## config.mk

```make
export PLATFORM = sky130hd
export DESIGN_NAME = cbmf_div
export DESIGN_NICKNAME = d
export VERILOG_FILES = /design/src/hw/rtl/cbmf_div.sv
export SDC_FILE = /design/constraint.sdc
export NUM_CORES = 1
export LEC_CHECK = 0
export BUFFER_PORTS_ARGS = -buffer_cell sky130_fd_sc_hd__buf_2
export CAP_MARGIN = 40
export CORE_MARGIN = 4
export CORE_UTILIZATION = 47
export DETAILED_ROUTE_END_ITERATION = 10
export PLACE_DENSITY = 0.72
export SYNTH_ARGS = -nofsm -noshare
export SYNTH_HDL_FRONTEND = slang
export SYNTH_SLANG_ARGS = --single-unit
```

## constraint.sdc

```tcl
create_clock -name clk -period 4.49 [get_ports clk]
set_input_delay 0.449 -clock clk [delete_from_list [all_inputs] [get_ports clk]]
set_output_delay 0.449 -clock clk [all_outputs]
set_load 0.05 [all_outputs]
```

## src/hw/rtl/cbmf_div.sv

```systemverilog
// Restoring divider, one quotient bit per cycle.
// Stand-alone; used by clipped_box_mean_filter_core.
`default_nettype none

module cbmf_div #(
  parameter int NUM_W = 24,
  parameter int DEN_W = 8
) (
  input  wire logic             clk,
  input  wire logic             rst_n,
  input  wire logic             start,
  input  wire logic [NUM_W-1:0] num,
  input  wire logic [DEN_W-1:0] den,
  output logic                  done,
  output logic [NUM_W-1:0]      quo
);

  localparam int CNT_W = $clog2(NUM_W + 1);

  logic             busy_r, busy_nxt;
  logic             done_r, done_nxt;
  logic [CNT_W-1:0] cnt_r, cnt_nxt;
  logic [NUM_W-1:0] num_r, num_nxt;
  logic [DEN_W-1:0] rem_r, rem_nxt;
  logic [DEN_W-1:0] den_r, den_nxt;
  logic [DEN_W:0]   trial;
  logic [DEN_W:0]   diff;

  // one shift-subtract step per cycle
  always_comb begin
    busy_nxt = busy_r;
    done_nxt = 1'b0;
    cnt_nxt  = cnt_r;
    num_nxt  = num_r;
    rem_nxt  = rem_r;
    den_nxt  = den_r;
    trial    = {rem_r, num_r[NUM_W-1]};
    diff     = trial - {1'b0, den_r};
    if (start) begin
      busy_nxt = 1'b1;
      cnt_nxt  = CNT_W'(NUM_W);
      num_nxt  = num;
      rem_nxt  = '0;
      den_nxt  = den;
    end else if (busy_r) begin
      if (trial >= {1'b0, den_r}) begin
        rem_nxt = diff[DEN_W-1:0];
        num_nxt = {num_r[NUM_W-2:0], 1'b1};
      end else begin
        rem_nxt = trial[DEN_W-1:0];
        num_nxt = {num_r[NUM_W-2:0], 1'b0};
      end
      cnt_nxt = cnt_r - CNT_W'(1);
      if (cnt_r == CNT_W'(1)) begin
        busy_nxt = 1'b0;
        done_nxt = 1'b1;
      end
    end
  end

  always_ff @(posedge clk) begin
    if (!rst_n) begin
      busy_r <= 1'b0;
      done_r <= 1'b0;
      cnt_r  <= '0;
    end else begin
      busy_r <= busy_nxt;
      done_r <= done_nxt;
      cnt_r  <= cnt_nxt;
    end
    num_r <= num_nxt;
    rem_r <= rem_nxt;
    den_r <= den_nxt;
  end

  assign done = done_r;
  assign quo  = num_r;

endmodule

`default_nettype wire
```

==> qor.csv <==
stage,metric,value,unit
clock_tree,Clock Tree Buf Depth,2,
clock_tree,hold buffers post-CTS,0,
logic_synthesis,Seq cells post-synth,47,
global_routing,largest net degree at the start of global routing,43,
timing,Final min period,1980,ps
logic_synthesis,syn_area_per_cell,12.3,um^2
clock_tree,"Clk Latency, worst-skew pair",290,ps
logic_synthesis,post-synthesis cell count,190,
die,cell row count,25,
detailed_routing,DRT Pass-1 Iters,4,
job,Max Cap Viol,0,
logic_synthesis,sequential share of the synthesized area,53.9,%
placed_design,placed insts,312,
logic_synthesis,ys flop type,edfxtp_1,
detailed_routing,final WL,4290,um
detailed_routing,antenna-violating nets left,0,
global_routing,initial antenna violation count,0,
timing,Fmax,0.504,GHz
worst_setup_path,CP Capture Type,flip-flop,
logic_synthesis,Post-synth EDFFs,32,
die,die height,78.5,um
die,Initial Util,48.9,%
clock_tree,Max H-tree Level,2,
worst_setup_path,Critical Path RT,4700,ps
power,Leakage,1.18,nW
detailed_routing,initial drt markers,73,
timing,worst slew pin tran,500,ps
worst_setup_path,worst reg-to-reg setup slack,2510,ps
placed_design,RePlAce Congestion,0.798,
worst_setup_path,WP data arrival,2200,ps
worst_setup_path,Crit Path Class,flip-flop to flip-flop,
status,outcome,"finished, final reports clean",
clock_tree,TritonCTS clock tree,done,
timing,Fin Setup TNS,0,ps
clock_tree,clock transition at the registers of the reported paths,80,ps
die,Core Region,4790,um^2
detailed_routing,via count,1591,
logic_synthesis,Synth Cell Area,2340,um^2
power,Total Power,1.04,mW
clock_tree,TritonCTS Buffers,5,
worst_setup_path,Reg2Reg Capture Point,rem_r[6]$_SDFFE_PP0P_,
timing,Final Hold Vio Count,0,
worst_setup_path,Setup crit start,quo[23]$_DFFE_PP_,
timing,Slew HR,66.7,%
global_routing,GR Overflow Total,0,
timing,RSZ-0062 raised after global routing,no,
min_path,Hold Path Depth,1,
worst_setup_path,worst r2r src,quo[23]$_DFFE_PP_,
clock_tree,Root Buffer Master,clkbuf_8,
detailed_routing,per-cell routed wire length,13.4,um
timing,Setup Skew,6.57,ps
power,power per cell area,371,nW/um^2
global_routing,Global Route Usage Sum,14.6,%
die,die width,78.5,um
detailed_routing,DR vias/cell,4.97,
clock_tree,post-CTS setup repair buffer count,0,
power,Peak supply drop,0.000351,V
die,Die ar.,6170,um^2
global_routing,vias in the first global route,1641,
placed_design,dpl hpwl,3140,um
cells_and_area,Fillers,373,
worst_setup_path,r2r worst-path depth,8,
worst_setup_path,CP startpoint kind,flip-flop,
clock_tree,clock sink count,47,
die,IO Count,60,
cells_and_area,Final Non-Filler Cells,320,
cells_and_area,Layout area overhead,20.3,%
timing,# setup viols final,0,
cells_and_area,fraction of layout cells with a size suffix above 1,40.3,%
timing,Final period util,44.2,%
logic_synthesis,Synth cell types,40,
logic_synthesis,fraction of registers with async set/reset,0,%
logic_synthesis,synthesis warning total,0,
timing,"Slew Viols, Final",0,
worst_setup_path,Crit Path Max Fanout,3,
worst_setup_path,Setup crit end,rem_r[6]$_SDFFE_PP0P_,
global_routing,first-pass GRT wire length,7270,um
detailed_routing,drc violations,0,
min_path,worst min-delay path class,input port to flip-flop,
cells_and_area,fin nets,298,
placed_design,IO Port Bufs,59,
clock_tree,Resized Gates After CTS,0,
logic_synthesis,net count after synthesis,236,
cells_and_area,ant diodes,0,
==> layout make-up <==
type	instances	area, um^2	share of cell area [%]
flip-flops and latches	47	1260	44.8
inverters	14	52.6	1.87
repair buffers	61	330	11.7
multi-input cells	123	985	35.0
well taps	67	83.8	2.98
clock buffers	8	100	3.56
==> layer usage <==
metal,vias up,GRT usage [%],part of all wire (%)
met3,4,3.33,5.5
li1,802,-,-
met4,0,3.15,0.63
met5,-,0,0
met2,44,24.5,50
met1,741,19.3,44
==> metrics by stage <==
step           area [um^2]  hold WS [ps]  utilization (%)  setup WS [ps]
2_1_floorplan         2340           453                -           2340
3_3_place_gp          2690           478             56.1           2180
3_5_place_dp          2710           490             56.7           2510
4_1_cts               2810           320             58.8           2490
5_1_grt               2810           315             58.8           2410
6_report              2810           329             58.8           2510
==> worst min path at each step <==
| stage | from | to | slack, ps |
|---|---|---|---|
| detailed placement | rem_r[3]$_SDFFE_PP0P_ | rem_r[3]$_SDFFE_PP0P_ | 490 |
| finish | den[7] | den_r[7]$_DFFE_PP_ | 330 |
| global placement | rem_r[3]$_SDFFE_PP0P_ | rem_r[3]$_SDFFE_PP0P_ | 480 |
| CTS | den[7] | den_r[7]$_DFFE_PP_ | 320 |
| global route | den[5] | den_r[5]$_DFFE_PP_ | 320 |
| floorplan | rem_r[3]$_SDFFE_PP0P_ | rem_r[3]$_SDFFE_PP0P_ | 450 |
==> cells in the mapped netlist (all sizes together), types with 5 or more instances <==
cell type / number / area (um^2)
edfxtp: 32 / 961
mux2: 25 / 285
nor2: 20 / 75.1
dfxtp: 15 / 300
inv: 14 / 52.6
nand2: 12 / 45.0
ha: 10 / 125
a21oi: 7 / 42.5
a211oi: 5 / 47.5
o21ai: 5 / 25.0
xor2: 5 / 43.8
==> cell families (layout without fill, tap and decap cells) <==
group                      Yosys count  in the layout  share of synthesized area, %
and+or+nand+nor                     49             49                          10.2
DFF                                 47             47                          53.9
muxes                               29             29                          13.9
AOI/OAI and AO/OA                   25             25                          8.45
buffers and inverters               20             83                          3.96
adders and majority gates           11             11                          6.21
xor gates and xnor gates             9              9                          3.37
==> flip-flops by register name, indices dropped and copies added, names as in the netlist <==
name	cells
quo	24
den_r	8
rem_r	8
cnt_r	5
busy_r	1
done	1
==> placed cells by master (no fill, tap or decap), types with 5 or more instances in the layout <==
master,synthesis,layout
a21oi_1,5,5
inv_1,14,14
clkbuf_8,0,7
edfxtp_1,32,32
nor2_1,20,20
nand2_1,12,12
mux2_2,24,24
ha_1,10,10
dfxtp_1,15,15
xor2_1,5,5
buf_2,1,59
==> report_power, final <==
group	internal, mW	leakage, nW	switching [mW]	total, mW
clock	0.141	0.0515	0.129	0.270
sequential	0.506	0.443	0.0216	0.527
combinational	0.0877	0.688	0.160	0.248
==> worst max-delay path, cell delays in order (launching register included) <==
cell	delay, ps
edfxtp_1	390
inv_1	90
ha_1	190
fa_1	200
nand2b_1	140
a21oi_1	90
or4b_1	460
and4_1	200
o31ai_2	160
Note: power is estimated with default switching activity, not from simulation.
